$ cat src/rtl/swti_pkg.sv
`default_nettype none
package swti_pkg;

  localparam int POS_W = 7;
  localparam int MAC_PAIR_BYTES = 12;
  localparam int TAG_BYTES = 4;
  localparam int HDR_BYTES = MAC_PAIR_BYTES + TAG_BYTES;
  localparam int POS_SAT = 64;
  localparam int PAE_BYTES = 6;
  localparam int SUB_W = $clog2(TAG_BYTES + 1);
  localparam int STORE_IDX_W = $clog2(MAC_PAIR_BYTES);

  localparam logic [11:0] VLAN_BASE_RST = 12'd4071;
  localparam logic [4:0] PORT_MASK = 5'h1f;
  localparam logic [15:0] TCI_FLAG = 16'h1000;
  localparam logic [7:0] TPID_HI = 8'h81;
  localparam logic [7:0] TPID_LO = 8'h00;

  localparam logic [7:0] PAE_GROUP [PAE_BYTES] = '{8'h01, 8'h80, 8'hC2, 8'h00, 8'h00, 8'h03};

  typedef enum logic [2:0] {
    CMD_TX,
    CMD_RX_STORE,
    CMD_RX_PASS,
    CMD_RX_FLUSH,
    CMD_DROP
  } cmd_kind_t;

  // One classified input byte, handed from front to back.
  typedef struct packed {
    cmd_kind_t        kind;
    logic [POS_W-1:0] pos;
    logic [7:0]       data;
    logic             last;
    logic             pae;
    logic [15:0]      tci;
  } cmd_t;

endpackage
`default_nettype wire

$ cat src/rtl/swti_front.sv
`default_nettype none
module swti_front (
  input  wire logic               clk,
  input  wire logic               rst,
  input  wire logic               cfg_wr_en,
  input  wire logic [11:0]        cfg_wr_data,
  input  wire logic               s_axis_tvalid,
  output logic                    s_axis_tready,
  input  wire logic [7:0]         s_axis_tdata,  // in_byte
  input  wire logic               s_axis_tuser,  // action
  input  wire logic               s_axis_tlast,  // frame_last
  input  wire logic               q_full,
  output logic                    push,
  output swti_pkg::cmd_t          push_cmd
);
  import swti_pkg::*;

  logic [11:0]      vlan_base;
  logic [POS_W-1:0] pos;
  logic [POS_W-1:0] pos_next;
  logic             frame_direction;
  logic             drop_pending;
  logic             drop_pending_next;
  logic             pae_match;
  logic             tag_bad;
  logic             accept;
  logic             dir;
  logic [15:0]      tci;

  assign s_axis_tready = !q_full;
  assign accept = s_axis_tvalid && s_axis_tready;
  assign dir = (pos == '0) ? s_axis_tuser : frame_direction;
  assign tci = ({4'd0, vlan_base} + {11'd0, s_axis_tdata[4:0] & PORT_MASK}) | TCI_FLAG;

  always_comb begin
    push = 1'b0;
    drop_pending_next = drop_pending;
    push_cmd.kind = CMD_TX;
    push_cmd.pos = pos;
    push_cmd.data = s_axis_tdata;
    push_cmd.last = s_axis_tlast;
    push_cmd.pae = pae_match;
    push_cmd.tci = tci;
    if (!dir) begin
      push = 1'b1;
    end else if (drop_pending) begin
      push_cmd.kind = CMD_DROP;
      push = s_axis_tlast;
    end else if (pos < POS_W'(MAC_PAIR_BYTES)) begin
      // a frame ending inside the MAC pair is too short: no need to store
      push_cmd.kind = s_axis_tlast ? CMD_DROP : CMD_RX_STORE;
      push = 1'b1;
    end else if (pos < POS_W'(HDR_BYTES - 1)) begin
      push_cmd.kind = CMD_DROP;
      push = s_axis_tlast;
    end else if (pos == POS_W'(HDR_BYTES - 1)) begin
      if (tag_bad) begin
        push_cmd.kind = CMD_DROP;
        push = s_axis_tlast;
        drop_pending_next = !s_axis_tlast;
      end else begin
        push_cmd.kind = CMD_RX_FLUSH;
        push = 1'b1;
      end
    end else begin
      push_cmd.kind = CMD_RX_PASS;
      push = 1'b1;
    end
    if (!accept) begin
      push = 1'b0;
      drop_pending_next = drop_pending;
    end else if (s_axis_tlast) begin
      drop_pending_next = 1'b0;
    end
  end

  always_comb begin
    pos_next = pos;
    if (accept) begin
      if (s_axis_tlast) begin
        pos_next = '0;
      end else if (pos < POS_W'(POS_SAT)) begin
        pos_next = pos + 1'b1;
      end
    end
  end

  always_ff @(posedge clk) begin
    if (rst) begin
      vlan_base <= VLAN_BASE_RST;
      pos <= '0;
      frame_direction <= 1'b0;
      drop_pending <= 1'b0;
    end else begin
      if (cfg_wr_en) begin
        vlan_base <= cfg_wr_data;
      end
      pos <= pos_next;
      drop_pending <= drop_pending_next;
      if (accept && pos == '0) begin
        frame_direction <= s_axis_tuser;
      end
    end
  end

  // group address match and tag check built up as the header streams in
  always_ff @(posedge clk) begin
    if (accept) begin
      if (pos == '0) begin
        pae_match <= (s_axis_tdata == PAE_GROUP[0]);
      end else if (pos < POS_W'(PAE_BYTES)) begin
        pae_match <= pae_match && (s_axis_tdata == PAE_GROUP[pos[2:0]]);
      end
      if (pos == POS_W'(MAC_PAIR_BYTES)) begin
        tag_bad <= |s_axis_tdata;
      end else if (pos == POS_W'(MAC_PAIR_BYTES + 1)) begin
        tag_bad <= tag_bad || (|s_axis_tdata);
      end
    end
  end

endmodule
`default_nettype wire

$ cat src/rtl/swti_cmd_fifo.sv
`default_nettype none
module swti_cmd_fifo #(
  parameter int DEPTH = 4
) (
  input  wire logic           clk,
  input  wire logic           rst,
  input  wire logic           push,
  input  wire swti_pkg::cmd_t push_cmd,
  input  wire logic           pop,
  output logic                full,
  output logic                q_valid,
  output swti_pkg::cmd_t      head
);
  import swti_pkg::*;

  localparam int PTR_W = (DEPTH > 1) ? $clog2(DEPTH) : 1;
  localparam int CNT_W = $clog2(DEPTH + 1);

  cmd_t             mem [DEPTH];
  logic [PTR_W-1:0] wr_ptr;
  logic [PTR_W-1:0] rd_ptr;
  logic [CNT_W-1:0] count;
  logic             do_push;
  logic             do_pop;

  assign full = (count == CNT_W'(DEPTH));
  assign q_valid = (count != '0);
  assign head = mem[rd_ptr];
  assign do_push = push && !full;
  assign do_pop = pop && q_valid;

  always_ff @(posedge clk) begin
    if (do_push) begin
      mem[wr_ptr] <= push_cmd;
    end
  end

  always_ff @(posedge clk) begin
    if (rst) begin
      wr_ptr <= '0;
      rd_ptr <= '0;
      count <= '0;
    end else begin
      if (do_push) begin
        wr_ptr <= (wr_ptr == PTR_W'(DEPTH - 1)) ? '0 : wr_ptr + 1'b1;
      end
      if (do_pop) begin
        rd_ptr <= (rd_ptr == PTR_W'(DEPTH - 1)) ? '0 : rd_ptr + 1'b1;
      end
      count <= count + CNT_W'(do_push) - CNT_W'(do_pop);
    end
  end

  a_no_overflow: assert property (@(posedge clk) disable iff (rst) full |-> !push)
    else $error("command pushed into full queue");

endmodule
`default_nettype wire

$ cat src/rtl/swti_back.sv
`default_nettype none
module swti_back #(
  parameter int MIN_FRAME_BYTES = 60
) (
  input  wire logic           clk,
  input  wire logic           rst,
  input  wire logic           q_valid,
  input  wire swti_pkg::cmd_t head,
  output logic                pop,
  output logic                m_axis_tvalid,
  input  wire logic           m_axis_tready,
  output logic [7:0]          m_axis_tdata,  // out_byte
  output logic                m_axis_tlast,  // out_frame_end
  output logic [1:0]          m_axis_tuser   // [0] frame_dropped, [1] run_last
);
  import swti_pkg::*;

  localparam logic [POS_W-1:0] PAD_END = POS_W'(MIN_FRAME_BYTES - 1);

  logic [7:0]       hdr [MAC_PAIR_BYTES];
  logic             active;
  logic [POS_W-1:0] idx;
  logic [SUB_W-1:0] sub;
  logic [POS_W-1:0] cur_i;
  logic [SUB_W-1:0] cur_sub;
  logic [POS_W-1:0] tx_end;
  logic [POS_W-1:0] flush_end;
  logic             load_ok;
  logic             emit;
  logic             final_res;
  logic             in_tag;
  logic [7:0]       res_byte;
  logic             res_drop;
  logic [7:0]       tag_byte;

  assign load_ok = !m_axis_tvalid || m_axis_tready;
  assign cur_i = active ? idx : ((head.kind == CMD_TX) ? head.pos : '0);
  assign cur_sub = active ? sub : '0;
  assign tx_end = (head.last && head.pos < PAD_END) ? PAD_END : head.pos;
  assign flush_end = head.pae ? POS_W'(HDR_BYTES - 1) : POS_W'(MAC_PAIR_BYTES - 1);

  always_comb begin
    unique case (cur_i[1:0])
      2'd0: tag_byte = TPID_HI;
      2'd1: tag_byte = TPID_LO;
      2'd2: tag_byte = head.tci[15:8];
      2'd3: tag_byte = head.tci[7:0];
      default: tag_byte = '0;
    endcase
  end

  always_comb begin
    res_byte = '0;
    res_drop = 1'b0;
    final_res = 1'b1;
    in_tag = 1'b0;
    unique case (head.kind)
      CMD_TX: begin
        if (cur_i == POS_W'(MAC_PAIR_BYTES) && cur_sub < SUB_W'(TAG_BYTES)) begin
          in_tag = 1'b1;
          final_res = 1'b0;
        end else begin
          res_byte = (cur_i == head.pos) ? head.data : 8'd0;
          final_res = (cur_i == tx_end);
        end
      end
      CMD_RX_FLUSH: begin
        res_byte = (cur_i < POS_W'(MAC_PAIR_BYTES)) ? hdr[cur_i[STORE_IDX_W-1:0]] : tag_byte;
        final_res = (cur_i == flush_end);
      end
      CMD_RX_PASS: res_byte = head.data;
      CMD_DROP: res_drop = 1'b1;
      CMD_RX_STORE: final_res = 1'b1;
      default: final_res = 1'b1;
    endcase
  end

  assign emit = q_valid && head.kind != CMD_RX_STORE && load_ok;
  assign pop = (q_valid && head.kind == CMD_RX_STORE) || (emit && final_res);

  always_ff @(posedge clk) begin
    if (q_valid && head.kind == CMD_RX_STORE) begin
      hdr[head.pos[STORE_IDX_W-1:0]] <= head.data;
    end
  end

  always_ff @(posedge clk) begin
    if (rst) begin
      active <= 1'b0;
      m_axis_tvalid <= 1'b0;
    end else begin
      if (pop) begin
        active <= 1'b0;
      end else if (emit) begin
        active <= 1'b1;
      end
      if (emit) begin
        m_axis_tvalid <= 1'b1;
      end else if (m_axis_tready) begin
        m_axis_tvalid <= 1'b0;
      end
    end
  end

  always_ff @(posedge clk) begin
    if (emit) begin
      m_axis_tdata <= res_byte;
      m_axis_tlast <= final_res && head.last;
      m_axis_tuser <= {final_res, res_drop};
      if (in_tag) begin
        idx <= cur_i;
        sub <= cur_sub + 1'b1;
      end else begin
        idx <= cur_i + 1'b1;
        sub <= '0;
      end
    end
  end

  a_active_has_cmd: assert property (@(posedge clk) disable iff (rst) active |-> q_valid)
    else $error("expansion in progress with empty queue");
  a_drop_notice: assert property (@(posedge clk) disable iff (rst)
    m_axis_tvalid && m_axis_tuser[0] |-> m_axis_tlast && m_axis_tuser[1] && m_axis_tdata == 8'd0)
    else $error("malformed drop notice");
  a_end_is_run_end: assert property (@(posedge clk) disable iff (rst)
    m_axis_tvalid && m_axis_tlast |-> m_axis_tuser[1])
    else $error("frame end not on last result of its request");

endmodule
`default_nettype wire

$ cat src/rtl/switch_tag_insert_strip.sv
`default_nettype none
// Channel  | Signals                        | Contents (low bit first)
// s_axis   | tvalid tready tdata tuser tlast| tdata in_byte, tuser action, tlast frame_last
// m_axis   | tvalid tready tdata tuser tlast| tdata out_byte, tuser frame_dropped,run_last,
//          |                                | tlast out_frame_end
// cfg      | cfg_wr_en cfg_wr_data          | eapol_vlan_base, 12 bits
//
// Input side takes one byte per cycle while the command queue has room.
// Output side gives one result per cycle while m_axis_tready holds; a transmit byte
// at position 12 expands to 5 results, a short transmit frame's last byte to up to
// 60+4, a receive byte 15 to 12 or 16; the back end's expansion counter sets that figure.
// Receive bytes 0..14 and swallowed bytes give no result, bar a drop notice on frame_last.
// rst is synchronous: clears position, direction, drop flag, queue and output.
// Either side may stall; the queue and output register decouple them.
module switch_tag_insert_strip #(
  parameter int MIN_FRAME_BYTES = 60,
  parameter int QUEUE_DEPTH = 4
) (
  input  wire logic        clk,
  input  wire logic        rst,
  input  wire logic        cfg_wr_en,
  input  wire logic [11:0] cfg_wr_data,   // eapol_vlan_base
  input  wire logic        s_axis_tvalid,
  output logic             s_axis_tready,
  input  wire logic [7:0]  s_axis_tdata,  // [7:0] in_byte
  input  wire logic        s_axis_tuser,  // [0] action
  input  wire logic        s_axis_tlast,  // frame_last
  output logic             m_axis_tvalid,
  input  wire logic        m_axis_tready,
  output logic [7:0]       m_axis_tdata,  // [7:0] out_byte
  output logic [1:0]       m_axis_tuser,  // [0] frame_dropped, [1] run_last
  output logic             m_axis_tlast   // out_frame_end
);
  import swti_pkg::*;

  logic q_full;
  logic push;
  cmd_t push_cmd;
  logic pop;
  logic q_valid;
  cmd_t head;

  swti_front u_front (
    .clk           (clk),
    .rst           (rst),
    .cfg_wr_en     (cfg_wr_en),
    .cfg_wr_data   (cfg_wr_data),
    .s_axis_tvalid (s_axis_tvalid),
    .s_axis_tready (s_axis_tready),
    .s_axis_tdata  (s_axis_tdata),
    .s_axis_tuser  (s_axis_tuser),
    .s_axis_tlast  (s_axis_tlast),
    .q_full        (q_full),
    .push          (push),
    .push_cmd      (push_cmd)
  );

  swti_cmd_fifo #(
    .DEPTH (QUEUE_DEPTH)
  ) u_queue (
    .clk      (clk),
    .rst      (rst),
    .push     (push),
    .push_cmd (push_cmd),
    .pop      (pop),
    .full     (q_full),
    .q_valid  (q_valid),
    .head     (head)
  );

  swti_back #(
    .MIN_FRAME_BYTES (MIN_FRAME_BYTES)
  ) u_back (
    .clk           (clk),
    .rst           (rst),
    .q_valid       (q_valid),
    .head          (head),
    .pop           (pop),
    .m_axis_tvalid (m_axis_tvalid),
    .m_axis_tready (m_axis_tready),
    .m_axis_tdata  (m_axis_tdata),
    .m_axis_tlast  (m_axis_tlast),
    .m_axis_tuser  (m_axis_tuser)
  );

endmodule
`default_nettype wire

$ cat config.mk
export PLATFORM = sky130hd
export DESIGN_NAME = switch_tag_insert_strip
export DESIGN_NICKNAME = d
export VERILOG_FILES = /design/src/rtl/swti_pkg.sv /design/src/rtl/swti_front.sv /design/src/rtl/swti_cmd_fifo.sv /design/src/rtl/swti_back.sv /design/src/rtl/switch_tag_insert_strip.sv
export SDC_FILE = /design/constraint.sdc
export NUM_CORES = 1
export LEC_CHECK = 0
export ABC_CLOCK_PERIOD_IN_PS = 6100
export BUFFER_PORTS_ARGS = -buffer_cell sky130_fd_sc_hd__buf_2
export CAP_MARGIN = 20
export CORE_UTILIZATION = 60
export DETAILED_ROUTE_END_ITERATION = 12
export HOLD_SLACK_MARGIN = 0.02
export PLACE_DENSITY = 0.77
export SLEW_MARGIN = 5
export SYNTH_ARGS = -nofsm -noshare
export SYNTH_HDL_FRONTEND = slang
export SYNTH_SLANG_ARGS = --single-unit
$ cat constraint.sdc
create_clock -name clk -period 6.1 [get_ports clk]
set_clock_uncertainty 0.05 [all_clocks]
set_input_delay 0.61 -clock clk [delete_from_list [all_inputs] [get_ports clk]]
set_output_delay 0.61 -clock clk [all_outputs]
set_load 0.1 [all_outputs]
* Yosys cells after proc, flatten, opt, wreduce, memory -nomap -nowiden
Memory sizes are Yosys's and may differ from the RTL's. A register that Yosys moved wholly into a read port is not among the register bits.
Index checks and enable logic that the tools add are counted.
** Cells by class
- Add/subtract/negate cells :: 8
- Multipliers :: 0
- Divide/modulo/power cells :: 0
- $lt $le $gt $ge :: 8
- Equality and inequality tests :: 20
- Shift-type cells :: 0
- Muxes and demuxes :: 56
- Bitwise logic cells :: 1
- Reductions and logical operators :: 33
** Operator list (count)
- two-way mux 7 bit :: 6
- two-way mux 8 bit :: 5
- one-hot mux 8 bit (4 select lines) :: 1
- two-way mux 1 bit :: 29
- equality test 7 x 4 -> 1 bit (second input constant) :: 4
- two-way mux 3 bit :: 9
- one-hot mux 8 bit (3 select lines) :: 1
- equality test 7 bit :: 3
- less-than comparator 7 x 4 -> 1 bit (second input constant) :: 3
- adder 7 x 1 -> 7 bit (second input constant) :: 2
- adder 12 x 5 -> 12 bit :: 1
- logical AND 1 bit :: 12
- nonzero test 2 bit :: 5
- equality test 2 bit (second input constant) :: 4
- equality test 8 x 1 -> 1 bit (second input constant) :: 1
- equality test 8 bit :: 1
- two-way mux 2 bit :: 4
- AND reduction 2 bit :: 4
- OR reduction 8 bit :: 1
- zero test 7 bit :: 1
- less-than comparator 7 x 3 -> 1 bit (second input constant) :: 1
- less-than comparator 7 x 6 -> 1 bit (second input constant) :: 1
- less-than comparator 7 bit (second input constant) :: 1
- equality test 3 x 2 -> 1 bit (second input constant) :: 2
- other kinds (18) :: 24
** Word-level totals
- Bits in registers :: 53
- Bits in latches :: 0
- RAM bits :: 224
- ROM bits :: 64
- Input port bits :: 27
- Output and inout port bits :: 13
- Logic and storage cells :: 145
- Memories kept :: 3
** Memories
- u_queue.mem :: depth 4, width 32, read ports 1, clocked after memory_dff 1, write ports 1, RTL line swti_cmd_fifo.sv:19 : cmd_t mem [DEPTH];
- u_back.hdr :: depth 12, width 8, read ports 1, clocked after memory_dff 0, write ports 1, RTL line swti_back.sv:20 : logic [7:0] hdr [MAC_PAIR_BYTES];
- (name not given) :: depth 8, width 8, read ports 1, clocked after memory_dff 0, write ports 0, RTL line swti_front.sv:112 : pae_match <= pae_match && (s_axis_tdata == PAE_GROUP[pos[2:0]]);

* Longest topological paths before layout
- Word-level depth :: 12
- Mapped depth :: 20
- Gate-level depth less buffers :: 16

* By module
A second synthesis with hierarchy kept.
** Unflattened totals
- Cells, all modules :: 989
- Area, all modules :: 13559.3 µm²
** By module, submodules not included
- swti_back :: instances 1, cells each 548, area an instance 6173.4 µm², seq. area each 3553.4 µm²
- swti_cmd_fifo :: instances 1, cells each 239, area an instance 5683.0 µm², seq. area each 4504.3 µm²
- swti_front :: instances 1, cells each 202, area an instance 1702.9 µm², seq. area each 480.5 µm²

* Worst setup path after synthesis
No wires, ideal clock.
- Kind :: register to register
- From :: register with a tool-made name
- To :: register u_queue.count[2]
- Data arrival time :: 4.128 ns
- Setup slack :: 1.794 ns
- Stages on the path, launching flop included :: 20
- Buffers on the path :: 4
- Clock period less this slack :: 4.306 ns
- Cells stage by stage :: dfxtp_1 > buf_6 > mux4_2 > a22o_1 > buf_2 > inv_2 > clkbuf_1 > buf_1 > ha_1 > nand3_1 > o21ai_1 > o31ai_4 > a21boi_2 > inv_1 > ha_1 > inv_1 > ha_1 > fa_1 > xnor2_1 > nor2_1
** RTL lines
- end signal: assignment :: RTL line swti_cmd_fifo.sv:50 : count <= count + CNT_W'(do_push) - CNT_W'(do_pop);
- end: declaration :: RTL line swti_cmd_fifo.sv:22 : logic [CNT_W-1:0] count;

==> impl_results.md <==
- Status: complete, no violations
- Top library cells by usage in the layout, fill and taps aside: 247 x edfxtp_1, 144 x nand2_1, 50 x nor2_1
- Total power: between 6 and 7 mW
- Number of diodes added for antenna fixing: 0
- Std cell rows: 51
- Number of buffers created by CTS: 28
- Height of the die: between 100 and 150 µm
- Fill cell count: roughly 1,300
- Post-CTS Repair Setup Buffers: 0
- Compound-gate portion of the synthesized area: under 10%
- Multi-input logic area: 3632 µm²
- Number of top-level design ports: 40
- Static leakage power: ~4.7 nW
- Overall via count from detail_route: around 7,000
- Die Area: 20,480 µm²
- Worst Max-Slew Pin Slew: around 1.0 ns
- Routed wire per std cell: roughly 20 µm
- First-pass GRT wire length: roughly 38,000 µm
- Cell count after synthesis: approximately 850
- Most common cell after layout, fill and taps aside: edfxtp_1
- Gp weighted congestion: 0.8873
- Power density over the cells: between 400 and 500 nW/µm²
- Starting utilization of the core area: roughly 61%
- Share of the synthesized area in the top cell type: between 60% and 70%
- Sequential cell area: 8059 µm²
- Required arrival time at the worst endpoint: 6.46 ns
- Worst reg2reg setup slack: roughly 1.3 ns
- # port buffers: 39
- Most used flip-flop cell after synthesis: edfxtp_1
- Count of TritonRoute iterations in the first routing pass: 6
- Worst IR drop on VDD: about 0.26 mV
- Main area contributors after synthesis: edfxtp_1 62%, mux4_2 6.0%, dfxtp_1 5.4%
- Number of nets produced by synthesis: approximately 900
- Max FO, Critical Path: 52
- Antenna-violating nets left: 0
- Sum Neg Setup Slack: 0 ns
- Maximum clock frequency: approximately 210 MHz
- Share of post-route cells with drive strength above 1: 15.08%
- CTS H-Tree Depth: 1
- Post-Synth XOR/XNOR Area: under 10%
- Worst Setup Start Kind: register
- Combinational family with the most area after synthesis: simple AND/OR/NAND/NOR gates
- Final nets: approximately 940
- Number of sinks handled by clock tree synthesis: around 280
- Number of antenna violations at the first check in global routing: 0
- Maximum number of buffers from clock root to sink: 3
- Arrival time of data at the critical path endpoint: between 5 and 6 ns
- Number of global-route vias before repair: between 6,000 and 7,000
- Count of synthesis-stage warnings from yosys: 0
- Critical path endpoint category: register
- DR iter-0 viols: 780
- Slew margin rel.: a little under a third
- CTS Root Cell: clkbuf_16
- TritonCTS clock tree: built
- Number of cells after detailed placement: 1,129
- Final worst path period share: a little under 80%
- Max-cap violations: 0
- Multiplexer share of the synthesized area: between 8 and 9%
- Total congestion overflow after global routing: 0
- Count of flip-flops with a built-in enable after synthesis: between 200 and 250
- Cell variety after synth: 65
- Shortest clock period the worst path allows after layout: ~4.8 ns
- Fraction of registers with async set/reset: 0%
- Clock insertion delay at the later pin of the skew report: between 0.5 and 0.6 ns
- Setup repair after global routing missed its margin: false
- Post-cts sizing count: 0
- Kind of critical path: register to register
- Number of buffers inserted by hold repair at cts: 0
- Sequential share of the synthesized area: between 60% and 70%
- Via-per-instance ratio: just over 6
- Summed instance area of the synthesized netlist: between 10,000 and 15,000 µm²
- Pin count of the biggest net entering global routing: 53
- Final Hold Viols: 0
- Register bit total from synthesis: approximately 280
- Setup violation total in the final timing report: 0
- Synth Area in Adders: between 2 and 3%
- Layout Area Growth over Synthesis: 12.06%
- Hold WC Path Type: primary input to register
- Post-synthesis cell type with the largest combined area: edfxtp_1
- Simple-gate area share of the yosys netlist: between 10 and 15%
- Aggregate routed wire length: between 20,000 and 25,000 µm
- Final max-slew violation count: 0
- HPWL Detailed: ~15,000 µm
- Clock transition at the register clock pins on the worst setup and hold paths after CTS: about 0.060 ns
- Mapped Avg Cell Area: 14.10 µm²
- Core area: just under 20,000 µm²
- GRT Overall Usage: approximately a quarter
- Width of the die: about 140 µm
- Non-Filler Instances: around 1,200
- Total DRC errors in the routed layout: 0
-- per-stage QoR --
step | cell area (µm²) | hold WS, ns | setup WS [ns] | util [%]
finish | 13390 | 0.2321 | 1.305 | 68.78
global placement | 12420 | 0.4109 | 1.414 | 63.82
CTS | 13390 | 0.2150 | 1.274 | 68.78
floorplan | 11950 | 0.3960 | 1.794 | -
detailed placement | 12420 | 0.4246 | 1.306 | 63.82
global route | 13390 | 0.2328 | 0.9013 | 68.78
-- worst paths after layout --
| kind | start | endpoint | cells past startpoint |
|---|---|---|---|
| worst max-delay path | register | u_queue.count[1]$_SDFF_PP0_ | 15 |
| worst min-delay path | cfg_wr_data[6] | u_front.vlan_base[6]$_SDFFE_PP1P_ | 3 |
| worst max register to register | register | u_queue.count[1]$_SDFF_PP0_ | 15 |
| worst min register to register | u_front.vlan_base[2]$_SDFFE_PP1P_ | u_front.vlan_base[2]$_SDFFE_PP1P_ | 2 |
-- cells by family (layout without fill, tap and decap cells) --
group | count (synthesis) | count (layout)
AOI/OAI and AO/OA | 105 | 105
xor gates and xnor gates | 29 | 29
adders and majority gates | 23 | 23
buffers and inverters | 63 | 131
DFF | 279 | 279
muxes | 55 | 55
and+or+nand+nor | 293 | 293
-- synth_stat cells, types with 16 or more instances --
master and n:
a311oi_1 16, and3_1 31, clkbuf_1 22, dfxtp_1 32, edfxtp_1 247, ha_1 21, inv_1 26, mux2i_1 20
mux4_2 32, nand2_1 144, nor2_1 50, xnor2_1 17
-- where the power goes --
| group | switching (mW) | internal (mW) | leakage, nW | total [mW] |
|---|---|---|---|---|
| registers | 0.139 | 2.47 | 2.53 | 2.60 |
| logic | 1.40 | 0.673 | 1.72 | 2.07 |
| clock network | 0.697 | 1.05 | 0.472 | 1.74 |
| total | 2.23 | 4.19 | 4.72 | 6.42 |
-- critical path: stages (launching register included) --
cell and delay [ns]:
dfxtp_2 0.71, mux4_2 0.68, nor4_1 0.54, a22o_1 0.25, buf_4 0.47, ha_1 0.27
nand4_1 0.11, o31a_1 0.32, o31ai_4 0.09, a21boi_2 0.14, inv_1 0.08, ha_1 0.22
inv_1 0.05, ha_1 0.15, fa_1 0.40, nor2b_1 0.14
-- metal layers --
metal	part of all wire [%]	track usage, %	routed length [µm]
met3	6.7	3.253	1607
met4	2.5	7.527	590
met1	42	34.06	10070
met5	0	0	0
met2	49	41.00	11660
-- cell type report --
cell class | instances | share of cell area (%)
inverter | 28 | 0.7852
timing repair buffer | 52 | 2.187
clock inverter | 16 | 1.309
sequential | 279 | 60.21
tap | 265 | 2.477
clock buffer | 35 | 5.898
multi-input combinational | 505 | 27.14
-- flip-flops by register name, indices dropped and copies added, names as in the netlist, 2 cells and up, named ones only --
register	count
u_back.sub	3
u_back.m_axis_tuser	2
u_back.hdr	96
u_queue.wr_ptr	2
u_back.m_axis_tdata	8
u_queue.rd_ptr	2
u_queue.mem	128
u_front.vlan_base	12
u_queue.count	3
u_back.idx	7
u_front.pos	7
Note: power is estimated with default switching activity, not from simulation.
